<file path="src/hw/rtl/assert_macros.svh">
// assertion helpers, clocked on clk and held off while rst_n is low
`ifndef ASSERT_MACROS_SVH
`define ASSERT_MACROS_SVH

// property must hold at every rising edge out of reset
`define ASSERT_CLK(label, prop, msg) \
    label: assert property (@(posedge clk) disable iff (!rst_n) (prop)) \
        else $error(msg);

// expression must never be true at a rising edge out of reset
`define ASSERT_NEVER(label, expr, msg) \
    label: assert property (@(posedge clk) disable iff (!rst_n) !(expr)) \
        else $error(msg);

`endif

</file>
<file path="src/hw/rtl/frdf_pkg.sv">
package frdf_pkg;

    // configuration register indexes
    localparam logic CFG_RELAY_TYPE = 1'b0;
    localparam logic CFG_TIMEOUT    = 1'b1;

    localparam logic [15:0] TIMEOUT_RESET = 16'd30;
    localparam logic [7:0]  MIN_LEN       = 8'd9;

    // verdict codes
    localparam logic [2:0] VERDICT_FORWARD    = 3'd0;
    localparam logic [2:0] VERDICT_WRONG_TYPE = 3'd1;
    localparam logic [2:0] VERDICT_TOO_SHORT  = 3'd2;
    localparam logic [2:0] VERDICT_DUPLICATE  = 3'd3;
    localparam logic [2:0] VERDICT_TTL_ZERO   = 3'd4;
    localparam logic [2:0] VERDICT_SWEEP_DONE = 3'd5;

    localparam int ORIGIN_W = 16;
    localparam int EVENT_W  = 32;
    localparam int STAMP_W  = 32;
    localparam int ENTRY_W  = ORIGIN_W + EVENT_W + STAMP_W;

    typedef struct packed {
        logic start;   // capture item, clear scan accumulators
        logic issue;   // read the next table entry
        logic finish;  // write back and load the result
    } frdf_cmd_t;

    typedef struct packed {
        logic scan_last;  // the last entry is being read
        logic out_free;   // result register can take a new result
    } frdf_status_t;

endpackage

</file>
<file path="src/hw/rtl/frdf_ram.sv">
module frdf_ram #(
    parameter int WIDTH = 8,
    parameter int DEPTH = 16
) (
    input  logic                                   clk,
    input  logic                                   we,
    input  logic [((DEPTH > 1) ? $clog2(DEPTH) : 1)-1:0] waddr,
    input  logic [WIDTH-1:0]                       wdata,
    input  logic [((DEPTH > 1) ? $clog2(DEPTH) : 1)-1:0] raddr,
    output logic [WIDTH-1:0]                       rdata
);

    logic [WIDTH-1:0] mem [DEPTH];
    logic [WIDTH-1:0] rdata_reg;

    always_ff @(posedge clk)
    begin
        if (we)
        begin
            mem[waddr] <= wdata;
        end
        rdata_reg <= mem[raddr];
    end

    assign rdata = rdata_reg;

endmodule

</file>
<file path="src/hw/rtl/frdf_ctrl.sv">
`include "assert_macros.svh"

module frdf_ctrl
    import frdf_pkg::*;
(
    input  logic         clk,
    input  logic         rst_n,
    input  logic         in_valid,
    output logic         in_stall,
    input  frdf_status_t status,
    output frdf_cmd_t    cmd
);

    typedef enum logic [1:0] {
        ST_IDLE,
        ST_SCAN,
        ST_DRAIN,
        ST_FINISH
    } state_t;

    state_t state_reg;
    state_t state_next;
    logic   in_stall_reg;
    logic   accept;

    assign accept   = in_valid && !in_stall_reg;
    assign in_stall = in_stall_reg;

    always_comb
    begin
        state_next = state_reg;
        unique case (state_reg)
            ST_IDLE:
            begin
                if (accept)
                begin
                    state_next = ST_SCAN;
                end
            end
            ST_SCAN:
            begin
                if (status.scan_last)
                begin
                    state_next = ST_DRAIN;
                end
            end
            ST_DRAIN:
            begin
                state_next = ST_FINISH;
            end
            ST_FINISH:
            begin
                if (status.out_free)
                begin
                    state_next = ST_IDLE;
                end
            end
            default:
            begin
                state_next = ST_IDLE;
            end
        endcase
    end

    always_comb
    begin
        cmd.start  = accept;
        cmd.issue  = (state_reg == ST_SCAN);
        cmd.finish = (state_reg == ST_FINISH) && status.out_free;
    end

    always_ff @(posedge clk or negedge rst_n)
    begin
        if (!rst_n)
        begin
            state_reg    <= ST_IDLE;
            in_stall_reg <= 1'b0;
        end
        else
        begin
            state_reg    <= state_next;
            in_stall_reg <= (state_next != ST_IDLE);
        end
    end

    `ASSERT_CLK(a_start_to_scan, cmd.start |=> state_reg == ST_SCAN, "accepted item did not start a scan")
    `ASSERT_CLK(a_drain_to_finish, state_reg == ST_DRAIN |=> state_reg == ST_FINISH, "drain did not lead to finish")
    `ASSERT_NEVER(a_no_accept_busy, accept && (state_reg != ST_IDLE), "item accepted while busy")

endmodule

</file>
<file path="src/hw/rtl/frdf_datapath.sv">
`include "assert_macros.svh"

module frdf_datapath
    import frdf_pkg::*;
#(
    parameter int TABLE_ENTRIES = 16
) (
    input  logic         clk,
    input  logic         rst_n,
    input  frdf_cmd_t    cmd,
    output frdf_status_t status,
    input  logic         cfg_we,
    input  logic         cfg_index,
    input  logic [15:0]  cfg_data,
    input  logic         mode,
    input  logic [7:0]   frame_type,
    input  logic [7:0]   body_len,
    input  logic [15:0]  origin_addr,
    input  logic [31:0]  event_id,
    input  logic [7:0]   ttl_in,
    input  logic [31:0]  now_halfsec,
    output logic         out_valid,
    input  logic         out_stall,
    output logic         forward,
    output logic [2:0]   verdict,
    output logic [7:0]   ttl_out,
    output logic [3:0]   slot_written,
    output logic         evicted,
    output logic [4:0]   aged_out
);

    localparam int IW = (TABLE_ENTRIES > 1) ? $clog2(TABLE_ENTRIES) : 1;
    localparam int CW = ($clog2(TABLE_ENTRIES + 1) < 5) ? 5 : $clog2(TABLE_ENTRIES + 1);
    localparam logic [IW-1:0] LAST_IDX = IW'(TABLE_ENTRIES - 1);

    // configuration
    logic [7:0]  relay_type_reg;
    logic [15:0] timeout_reg;

    // captured item
    logic        mode_reg;
    logic [7:0]  frame_type_reg;
    logic [7:0]  body_len_reg;
    logic [15:0] origin_reg;
    logic [31:0] event_reg;
    logic [7:0]  ttl_reg;
    logic [31:0] now_reg;

    // scan
    logic [IW-1:0]            rd_addr_reg;
    logic                     chk_vld_reg;
    logic [IW-1:0]            chk_idx_reg;
    logic [TABLE_ENTRIES-1:0] valid_reg;
    logic                     dup_reg;
    logic                     have_free_reg;
    logic [IW-1:0]            free_slot_reg;
    logic [IW-1:0]            oldest_slot_reg;
    logic [31:0]              oldest_stamp_reg;
    logic [CW-1:0]            aged_cnt_reg;

    // result register
    logic        out_valid_reg;
    logic        forward_reg;
    logic [2:0]  verdict_reg;
    logic [7:0]  ttl_out_reg;
    logic [3:0]  slot_written_reg;
    logic        evicted_reg;
    logic [4:0]  aged_out_reg;

    logic [ENTRY_W-1:0] ram_rdata;
    logic [ENTRY_W-1:0] ram_wdata;
    logic [15:0]        e_origin;
    logic [31:0]        e_event;
    logic [31:0]        e_stamp;
    logic               e_valid;
    logic [31:0]        e_age;
    logic [16:0]        limit;
    logic               e_expired;
    logic [2:0]         verdict_next;
    logic               fwd;
    logic [IW-1:0]      slot;
    logic [IW+3:0]      slot_wide;
    logic               ram_we;

    assign {e_origin, e_event, e_stamp} = ram_rdata;
    assign e_valid   = valid_reg[chk_idx_reg];
    assign e_age     = now_reg - e_stamp;
    assign limit     = {timeout_reg, 1'b0};
    assign e_expired = e_age > {15'd0, limit};

    assign slot      = have_free_reg ? free_slot_reg : oldest_slot_reg;
    assign slot_wide = {4'd0, slot};
    assign ram_wdata = {origin_reg, event_reg, now_reg};

    // checks in priority order
    always_comb
    begin
        if (mode_reg)
        begin
            verdict_next = VERDICT_SWEEP_DONE;
        end
        else if (frame_type_reg != relay_type_reg)
        begin
            verdict_next = VERDICT_WRONG_TYPE;
        end
        else if (body_len_reg < MIN_LEN)
        begin
            verdict_next = VERDICT_TOO_SHORT;
        end
        else if (dup_reg)
        begin
            verdict_next = VERDICT_DUPLICATE;
        end
        else if (ttl_reg == 8'd0)
        begin
            verdict_next = VERDICT_TTL_ZERO;
        end
        else
        begin
            verdict_next = VERDICT_FORWARD;
        end
    end

    assign fwd    = (verdict_next == VERDICT_FORWARD);
    assign ram_we = cmd.finish && fwd;

    frdf_ram #(
        .WIDTH (ENTRY_W),
        .DEPTH (TABLE_ENTRIES)
    ) u_entries (
        .clk   (clk),
        .we    (ram_we),
        .waddr (slot),
        .wdata (ram_wdata),
        .raddr (rd_addr_reg),
        .rdata (ram_rdata)
    );

    always_ff @(posedge clk or negedge rst_n)
    begin
        if (!rst_n)
        begin
            relay_type_reg <= 8'd0;
            timeout_reg    <= TIMEOUT_RESET;
        end
        else if (cfg_we)
        begin
            unique case (cfg_index)
                CFG_RELAY_TYPE: relay_type_reg <= cfg_data[7:0];
                CFG_TIMEOUT:    timeout_reg    <= cfg_data;
                default:        ;
            endcase
        end
    end

    always_ff @(posedge clk)
    begin
        if (cmd.start)
        begin
            mode_reg       <= mode;
            frame_type_reg <= frame_type;
            body_len_reg   <= body_len;
            origin_reg     <= origin_addr;
            event_reg      <= event_id;
            ttl_reg        <= ttl_in;
            now_reg        <= now_halfsec;
        end
    end

    always_ff @(posedge clk or negedge rst_n)
    begin
        if (!rst_n)
        begin
            rd_addr_reg <= '0;
            chk_vld_reg <= 1'b0;
            chk_idx_reg <= '0;
        end
        else
        begin
            if (cmd.start)
            begin
                rd_addr_reg <= '0;
            end
            else if (cmd.issue)
            begin
                rd_addr_reg <= rd_addr_reg + 1'b1;
            end
            chk_vld_reg <= cmd.issue;
            chk_idx_reg <= rd_addr_reg;
        end
    end

    // valid bits: cleared by a sweep, set on write-back
    always_ff @(posedge clk or negedge rst_n)
    begin
        if (!rst_n)
        begin
            valid_reg <= '0;
        end
        else if (chk_vld_reg && mode_reg && e_valid && e_expired)
        begin
            valid_reg[chk_idx_reg] <= 1'b0;
        end
        else if (ram_we)
        begin
            valid_reg[slot] <= 1'b1;
        end
    end

    always_ff @(posedge clk)
    begin
        if (cmd.start)
        begin
            dup_reg          <= 1'b0;
            have_free_reg    <= 1'b0;
            free_slot_reg    <= '0;
            oldest_slot_reg  <= '0;
            oldest_stamp_reg <= '1;
            aged_cnt_reg     <= '0;
        end
        else if (chk_vld_reg)
        begin
            if (e_valid && (e_origin == origin_reg) && (e_event == event_reg))
            begin
                dup_reg <= 1'b1;
            end
            if (!e_valid)
            begin
                if (!have_free_reg)
                begin
                    have_free_reg <= 1'b1;
                    free_slot_reg <= chk_idx_reg;
                end
            end
            else if (e_stamp < oldest_stamp_reg)
            begin
                oldest_stamp_reg <= e_stamp;
                oldest_slot_reg  <= chk_idx_reg;
            end
            if (mode_reg && e_valid && e_expired)
            begin
                aged_cnt_reg <= CW'(aged_cnt_reg + 1'b1);
            end
        end
    end

    always_ff @(posedge clk or negedge rst_n)
    begin
        if (!rst_n)
        begin
            out_valid_reg <= 1'b0;
        end
        else if (cmd.finish)
        begin
            out_valid_reg <= 1'b1;
        end
        else if (!out_stall)
        begin
            out_valid_reg <= 1'b0;
        end
    end

    always_ff @(posedge clk)
    begin
        if (cmd.finish)
        begin
            forward_reg      <= fwd;
            verdict_reg      <= verdict_next;
            ttl_out_reg      <= fwd ? (ttl_reg - 8'd1) : ttl_reg;
            slot_written_reg <= fwd ? slot_wide[3:0] : 4'd0;
            evicted_reg      <= fwd && valid_reg[slot];
            aged_out_reg     <= mode_reg ? aged_cnt_reg[4:0] : 5'd0;
        end
    end

    assign status.scan_last = (rd_addr_reg == LAST_IDX);
    assign status.out_free  = !out_valid_reg || !out_stall;

    assign out_valid    = out_valid_reg;
    assign forward      = forward_reg;
    assign verdict      = verdict_reg;
    assign ttl_out      = ttl_out_reg;
    assign slot_written = slot_written_reg;
    assign evicted      = evicted_reg;
    assign aged_out     = aged_out_reg;

    `ASSERT_CLK(a_fwd_matches_verdict, out_valid_reg |-> (forward_reg == (verdict_reg == VERDICT_FORWARD)), "forward flag disagrees with verdict")
    `ASSERT_NEVER(a_no_load_mid_scan, cmd.finish && chk_vld_reg, "result loaded while scan data pending")

endmodule

</file>
<file path="src/hw/rtl/flood_relay_dedup_filter.sv">
// channel | direction | handshake            | payload
// cfg     | in        | cfg_we               | cfg_index, cfg_data
// in      | in        | in_valid / in_stall  | mode, frame_type, body_len, origin_addr,
//         |           |                      | event_id, ttl_in, now_halfsec
// out     | out       | out_valid / out_stall| forward, verdict, ttl_out, slot_written,
//         |           |                      | evicted, aged_out
//
// an item is taken in idle, then the registered-read entry memory is scanned, one entry
// read per cycle, followed by drain and write-back; the sequencer then returns to idle,
// where the next item is taken
// reset clears the valid bits at once; no clearing pass, items are taken straight away
// a result waits in the output register while out_stall is high; the next item is taken
// meanwhile, but its write-back holds until that register frees
module flood_relay_dedup_filter
    import frdf_pkg::*;
#(
    parameter int TABLE_ENTRIES = 16
) (
    input  logic         clk,
    input  logic         rst_n,
    // configuration writes
    input  logic         cfg_we,
    input  logic         cfg_index,
    input  logic [15:0]  cfg_data,
    // input item
    input  logic         in_valid,
    output logic         in_stall,
    input  logic         mode,
    input  logic [7:0]   frame_type,
    input  logic [7:0]   body_len,
    input  logic [15:0]  origin_addr,
    input  logic [31:0]  event_id,
    input  logic [7:0]   ttl_in,
    input  logic [31:0]  now_halfsec,
    // result item
    output logic         out_valid,
    input  logic         out_stall,
    output logic         forward,
    output logic [2:0]   verdict,
    output logic [7:0]   ttl_out,
    output logic [3:0]   slot_written,
    output logic         evicted,
    output logic [4:0]   aged_out
);

    // commands from the sequencer, status back from the table datapath
    frdf_cmd_t    cmd;
    frdf_status_t status;

    // sequencer: idle, scan every slot, drain the last read, write back
    frdf_ctrl u_ctrl (
        .clk      (clk),
        .rst_n    (rst_n),
        .in_valid (in_valid),
        .in_stall (in_stall),
        .status   (status),
        .cmd      (cmd)
    );

    // table, checks, oldest-entry search, aging and the result register
    frdf_datapath #(
        .TABLE_ENTRIES (TABLE_ENTRIES)
    ) u_datapath (
        .clk          (clk),
        .rst_n        (rst_n),
        .cmd          (cmd),
        .status       (status),
        .cfg_we       (cfg_we),
        .cfg_index    (cfg_index),
        .cfg_data     (cfg_data),
        .mode         (mode),
        .frame_type   (frame_type),
        .body_len     (body_len),
        .origin_addr  (origin_addr),
        .event_id     (event_id),
        .ttl_in       (ttl_in),
        .now_halfsec  (now_halfsec),
        .out_valid    (out_valid),
        .out_stall    (out_stall),
        .forward      (forward),
        .verdict      (verdict),
        .ttl_out      (ttl_out),
        .slot_written (slot_written),
        .evicted      (evicted),
        .aged_out     (aged_out)
    );

endmodule

</file>
<file path="config.mk">
export PLATFORM = sky130hd
export DESIGN_NAME = flood_relay_dedup_filter
export DESIGN_NICKNAME = d
export VERILOG_FILES = /design/src/hw/rtl/frdf_pkg.sv /design/src/hw/rtl/frdf_ram.sv /design/src/hw/rtl/frdf_ctrl.sv /design/src/hw/rtl/frdf_datapath.sv /design/src/hw/rtl/flood_relay_dedup_filter.sv
export VERILOG_INCLUDE_DIRS = /design/src /design/src/hw/rtl
export SDC_FILE = /design/constraint.sdc
export NUM_CORES = 2
export LEC_CHECK = 0
export BUFFER_PORTS_ARGS = -buffer_cell sky130_fd_sc_hd__buf_4
export CAP_MARGIN = 20
export CORE_MARGIN = 2
export CORE_UTILIZATION = 56
export DETAILED_ROUTE_END_ITERATION = 6
export PLACE_DENSITY = 0.79
export SLEW_MARGIN = 30
export SYNTH_ARGS = -nofsm -noshare
export SYNTH_HDL_FRONTEND = slang
export SYNTH_HIERARCHICAL = 1
export SYNTH_SLANG_ARGS = --single-unit
</file>
<file path="constraint.sdc">
create_clock -name clk -period 7.7 [get_ports clk]
set_input_delay 0.77 -clock clk [delete_from_list [all_inputs] [get_ports clk]]
set_output_delay 0.77 -clock clk [all_outputs]
set_load 0.01 [all_outputs]
</file>
* Yosys cells after proc, flatten, opt, wreduce, memory -nomap -nowiden
Memory sizes are Yosys's and may differ from the RTL's. A register that Yosys moved wholly into a read port is not among the register bits.
Cells that the tools add are included.
** Operators by class
- Muxes and demuxes :: 27
- Equality and inequality tests :: 8
- Bitwise gates (word level) :: 6
- Add/subtract/negate cells :: 4
- Order comparisons :: 7
- Reduce and logical (&&, ||, !) cells :: 30
** Operator list (count)
- 32-bit == test :: 1
- 32-bit by 17-bit > comparator with 1-bit output :: 1
- 32-bit < comparator :: 1
- 16-bit 2-to-1 mux :: 2
- 32-bit subtractor :: 1
- 16-bit bitwise AND :: 1
- 16-bit == test :: 1
- 16-bit inverter :: 1
- 16-bit bitwise OR :: 1
- 3-bit 2-to-1 mux :: 5
- 1-bit logical AND :: 13
- 4-bit 2-to-1 mux :: 3
- 4-bit by 5-bit < comparator with 1-bit output (second input constant) :: 2
- 2-bit AND reduction :: 5
- 1-bit binary-select mux with 4-bit select :: 2
- 1-bit demux with 4-bit select :: 2
- 4-bit by 1-bit >= comparator with 1-bit output (second input constant) :: 2
- 8-bit logical NOT :: 1
- 8-bit by 4-bit < comparator with 1-bit output (second input constant) :: 1
- 1-bit 2-to-1 mux :: 8
- 8-bit 2-to-1 mux :: 1
- 8-bit != test :: 1
- 2-bit one-hot mux with 4 select lines :: 1
- 8-bit by 1-bit subtractor with 8-bit output (second input constant) :: 1
- 14 further kinds :: 24
** Storage, ports and cells
- Flip-flop bits (word level) :: 227
- Bits in writable memories :: 1280
- Output and inout bits :: 24
- Memories :: 1
- Input port bits :: 127
- Word-level logic and storage cells :: 111
** Memory list
- u_datapath.u_entries.mem :: words 16, width 80, read ports 1, clocked after Yosys merged registers in 1, wr ports 1, RTL line frdf_ram.sv:13 : logic [WIDTH-1:0] mem [DEPTH];

* Depth between registers and ports, before layout
- Word-level depth :: 10
- Depth in mapped cells :: 21

* Cells and area by module
The synthesis kept the hierarchy.
** Modules (own cells, without submodules)
- frdf_ram :: cells each 2054, times used 1, area each 49422.4 um^2
- frdf_datapath :: cells each 1096, times used 1, area each 11946.5 um^2
- frdf_ctrl :: cells each 14, times used 1, area each 148.9 um^2

* Least setup slack after synthesis
Ideal clock, no wire load.
- Kind :: input to register
- Start point :: in out_stall
- End point :: mem u_datapath/u_entries/mem[0][0] (netlist name) (enable)
- Path buffers :: 0
- Library setup time :: 0.616 ns
- Arrival :: 7.425 ns
- Cell stages on the path :: 6
- Setup slack :: -0.341 ns
- Cells stage by stage :: nand2_1 -> and3_4 -> inv_1 -> nor2_1 -> or3b_2 -> nor3_1
** RTL lines
- start: declaration :: RTL line flood_relay_dedup_filter.sv:37 : input logic out_stall,
- end: declaration :: RTL line frdf_ram.sv:13

* Worst setup path in the final report
- Start point :: reg u_datapath.now_reg[6]
- End point :: reg u_datapath.aged_cnt_reg[0]
** Between the ends
- Cells in the longest elaborated chain, start to end :: 4
** Ends and longest elaborated chain
- start: declaration :: RTL line frdf_datapath.sv:47 : logic [31:0] now_reg;
- start signal: assignment :: RTL line frdf_datapath.sv:166 : now_reg <= now_halfsec;
- 32-bit subtractor :: RTL line frdf_datapath.sv:87 : assign e_age = now_reg - e_stamp;
- 32-bit by 17-bit > comparator with 1-bit output :: RTL line frdf_datapath.sv:89 : assign e_expired = e_age > {15'd0, limit};
- 1-bit logical AND :: RTL line frdf_datapath.sv:240 : if (mode_reg && e_valid && e_expired)
- 2-bit AND reduction (no line)
- end signal: assignment :: RTL line frdf_datapath.sv:242 : aged_cnt_reg <= CW'(aged_cnt_reg + 1'b1);
- end: declaration :: RTL line frdf_datapath.sv:59 : logic [CW-1:0] aged_cnt_reg;
No other way between the ends.
A chain may end at the register's enable or synchronous reset.

==> summary.md <==
| Metric | Value |
|---|---|
| Average size of a mapped cell | `19.4 um^2` |
| Mapped Cells | `3164` |
| Clock skew | `around 65 ps` |
| 1st-pass router iterations | `6` |
| Crit path largest cell delay | `~630 ps` |
| Met3 wire length | `roughly 13 mm` |
| Filler instances | `roughly 7000` |
| Hold WS | `50.8 ps` |
| Synth Area in Adders | `around 1.7%` |
| # setup viols final | `0` |
| Sequential element share of the synthesized area | `75.0%` |
| Initial core utilization | `a little under three fifths` |
| Warnings, synthesis | `6` |
| Peak fanout along the critical path | `17` |
| Max-cap violations | `0` |
| Most common cell after layout, fill and taps aside | `edfxtp_1` |
| Worst path required time | `about 8400 ps` |
| Minimum clock period | `between 5000 and 6000 ps` |
| Simple-gate share of the synthesized area | `3.22%` |
| Commonest non-fill, non-tap cells in the layout | `edfxtp_1 (1407), mux4_2 (325), nand2_1 (182), buf_4 (179), a22oi_1 (160)` |
| Xor/xnor share of the synthesized area | `under 10%` |
| Cell count after placement | `4631` |
| CTS buffer count | `approximately 160` |
| Root Driver | `clkbuf_16` |
| Clk sinks | `around 1600` |
| Async S/R FF share, synth | `3.34%` |
| Cell chain of the critical path | `ha_1 -> a21oi_1 -> nand2_1 -> o21ai_0 -> a21oi_1 -> nor2_1 -> o21ai_0 -> xor2_1 -> ha_1 -> nand4_1 -> nor4_1 -> nand2_1 -> o221a_2 -> a2111oi_2 -> o2111ai_1 -> nor4b_4 -> nor2_4 -> mux2_4` |
| Ports | `around 150` |
| Flop-to-flop setup slack | `between 2000 and 2500 ps` |
| Pleak | `0.0233 uW` |
| Largest family of logic cells by synthesized area | `multiplexers` |
| PwrDens | `approximately 350 nW/um^2` |
| R2R depth | `18` |
| Routed wl met2 | `68.6 mm` |
| WL/cell | `approximately 28 um` |
| Setup ws final | `about 2200 ps` |
| Top routing layer in use | `met5` |
| WS Path Type | `flip-flop to flip-flop` |
| Synth Flop Type | `edfxtp_1` |
| I/O Buffers | `150` |
| Grt total ovfl | `0` |
| Max reg flops | `between 1000 and 1500` |
| FP Rows | `approximately 120` |
| Measured slew at the worst slew-check pin | `1090 ps` |
| First DRT Iteration DRCs | `~3900` |
| Final hold vios | `0` |
| Critical Path End Type | `flip-flop` |
| Layout area overhead | `13.0%` |
| CP arrival | `6150 ps` |
| H-tree levels | `4` |
| DP HPWL | `70.2 mm` |
| Worst R2R End | `u_datapath/aged_cnt_reg[0]$_SDFFE_PP0P_` |
| First-pass GRT wire length | `~210 mm` |
| Longest Clk Path Bufs | `3` |
| FMAX | `between 150 and 200 MHz` |
| Post-cts sizing count | `0` |
| DRC violations left | `0` |
| RR Startpoint | `u_datapath/now_reg[6]$_DFFE_PP_` |
| Vias in the first global route | `approximately 32000` |
| Die area | `~110000 um^2` |
| Final #Nets | `3584` |
| Worst setup SP type | `flip-flop` |
| Slew headroom | `between 20% and 30%` |
| Die Y | `335 um` |
| Wirelength, routed | `140 mm` |
| Via count | `31700` |
| Area of the multi-input gates | `14500 um^2` |
| Layout cell share with drive strength beyond 1 | `a little under a quarter` |
| GP Congestion | `around 0.9` |
| RSZ-0062 raised after global routing | `false` |
| GR Util All Layers | `~25%` |
| Pin count of the biggest net entering global routing | `between 100 and 150` |
| Synth Cell Area | `between 60000 and 70000 um^2` |
| CTS clk-pin slew, worst paths | `about 60 ps` |
| Die width | `about 340 um` |
| Slowest CP cell | `o21ai_0` |
| Post-synth EDFFs | `1407` |
| Insertion delay to the later sink of the worst-skew pair | `roughly 780 ps` |
| Register area | `around 46000 um^2` |
| TNS Setup | `0 ps` |
| Pre-CTS setup slack | `about 2300 ps` |
| Antenna violations before repair | `6` |
| Antenna viol nets, final | `0` |
| Status | `finished, final reports clean` |
| Slew Viols, Final | `0` |
| Crit share post-route | `between 70 and 80%` |
| HP Class | `primary input to async pin` |
| CTS tree | `built` |
| Via density | `between 6 and 7` |
| Post-synthesis net count | `roughly 3400` |
| Multiplexer share of the synthesized area | `about an eighth` |
| Metal-1 WL | `about 54 mm` |
| Maximum vdd ir drop | `roughly 350 uV` |
| CTS Hold Bufs | `0` |
| Core area | `about 110000 um^2` |
| Post-CTS Setup Bufs | `0` |
| Final Non-Filler Cells | `4930` |
| Distinct cells, synth | `79` |
| Synth Area in Compound Gates | `under 10%` |
| #FFs+latches synth | `between 1500 and 2000` |
-- stage by stage --
step | instance area [um^2] | total power [uW] | utilization [%]
after detailed placement | 64400 | 17000 | 59.2
after floorplan | 61500 | 15400 | -
after global routing | 69500 | 25500 | 63.9
after global placement | 64300 | 16900 | 59.1
final | 69500 | 24400 | 63.9
after CTS | 69500 | 24500 | 63.9
-- synth_stat cells (6+ instances only) --
cell | instances | area, um^2
edfxtp_1 | 1407 | 42300
mux4_2 | 325 | 7320
nand2_1 | 182 | 683
a22oi_1 | 160 | 1200
dfxtp_1 | 127 | 2540
inv_1 | 99 | 372
ha_1 | 81 | 1010
xnor2_1 | 75 | 657
nor2_1 | 69 | 259
clkbuf_1 | 65 | 244
a21oi_1 | 57 | 285
dfrtp_1 | 49 | 1230
o211ai_1 | 35 | 263
nand4_1 | 31 | 194
buf_1 | 27 | 101
nor3_1 | 27 | 135
buf_2 | 26 | 130
a21o_1 | 25 | 188
mux2_2 | 25 | 282
o21ai_0 | 25 | 125
a31oi_1 | 22 | 138
buf_6 | 16 | 180
mux2i_1 | 16 | 160
nand3_1 | 15 | 75.1
and2_1 | 12 | 75.1
xor2_1 | 11 | 96.3
and3_1 | 10 | 62.6
nor4_1 | 10 | 62.6
buf_4 | 9 | 67.6
nor2b_1 | 9 | 56.3
a211oi_1 | 8 | 60.1
nand2b_1 | 8 | 50.1
a311oi_1 | 7 | 61.3
a21boi_0 | 6 | 45.0
-- worst max path at each step --
stage	start	endpoint
2_1_floorplan	out_stall	u_datapath/u_entries/mem[12][0]$_DFFE_PP_
3_3_place_gp	u_datapath/now_reg[0]$_DFFE_PP_	u_datapath/aged_cnt_reg[0]$_SDFFE_PP0P_
3_5_place_dp	u_datapath/now_reg[6]$_DFFE_PP_	u_datapath/aged_cnt_reg[0]$_SDFFE_PP0P_
4_1_cts	u_datapath/now_reg[6]$_DFFE_PP_	u_datapath/aged_cnt_reg[0]$_SDFFE_PP0P_
5_1_grt	u_datapath/now_reg[6]$_DFFE_PP_	u_datapath/aged_cnt_reg[0]$_SDFFE_PP0P_
6_report	u_datapath/now_reg[6]$_DFFE_PP_	u_datapath/aged_cnt_reg[0]$_SDFFE_PP0P_
-- power by group --
group | switching, uW | internal [uW] | total, uW
combinational | 3410 | 2860 | 6270
clock | 3250 | 4250 | 7500
sequential | 631 | 10000 | 10700
-- cell families after synthesis --
logic type               after synthesis
multiplexers                         367
XOR/XNOR                              86
adder cells (fa/ha/maj)               82
AND/OR/NAND/NOR                      411
buffers and inverters                243
AO/OA/AOI/OAI                        388
flip-flops                          1587
-- metal layers --
| layer | up-vias | track usage (%) |
|---|---|---|
| li1 | 13200 | - |
| met1 | 16400 | 35.5 |
| met2 | 1772 | 40.7 |
| met3 | 262 | 4.82 |
| met4 | 2 | 7.96 |
| met5 | - | 0 |
-- critical path, delay by kind of cell, from the launching register on --
kind	cells	cell delay, ps
xor+xnor	1	160
fa+ha+maj	2	770
simple gates	7	1620
mux	1	340
compound gates	7	1890
flops	1	610
-- final cells by class --
class | count | area share, %
Clock inverter | 69 | 1.01
Inverter | 100 | 0.540
Multi-Input combinational cell | 1334 | 20.8
Clock buffer | 225 | 6.31
Antenna cell | 5 | 0.0180
Tap cell | 1414 | 2.54
Sequential cell | 1587 | 66.4
Timing Repair Buffer | 196 | 2.43
Note: power is estimated with default switching activity, not from simulation.
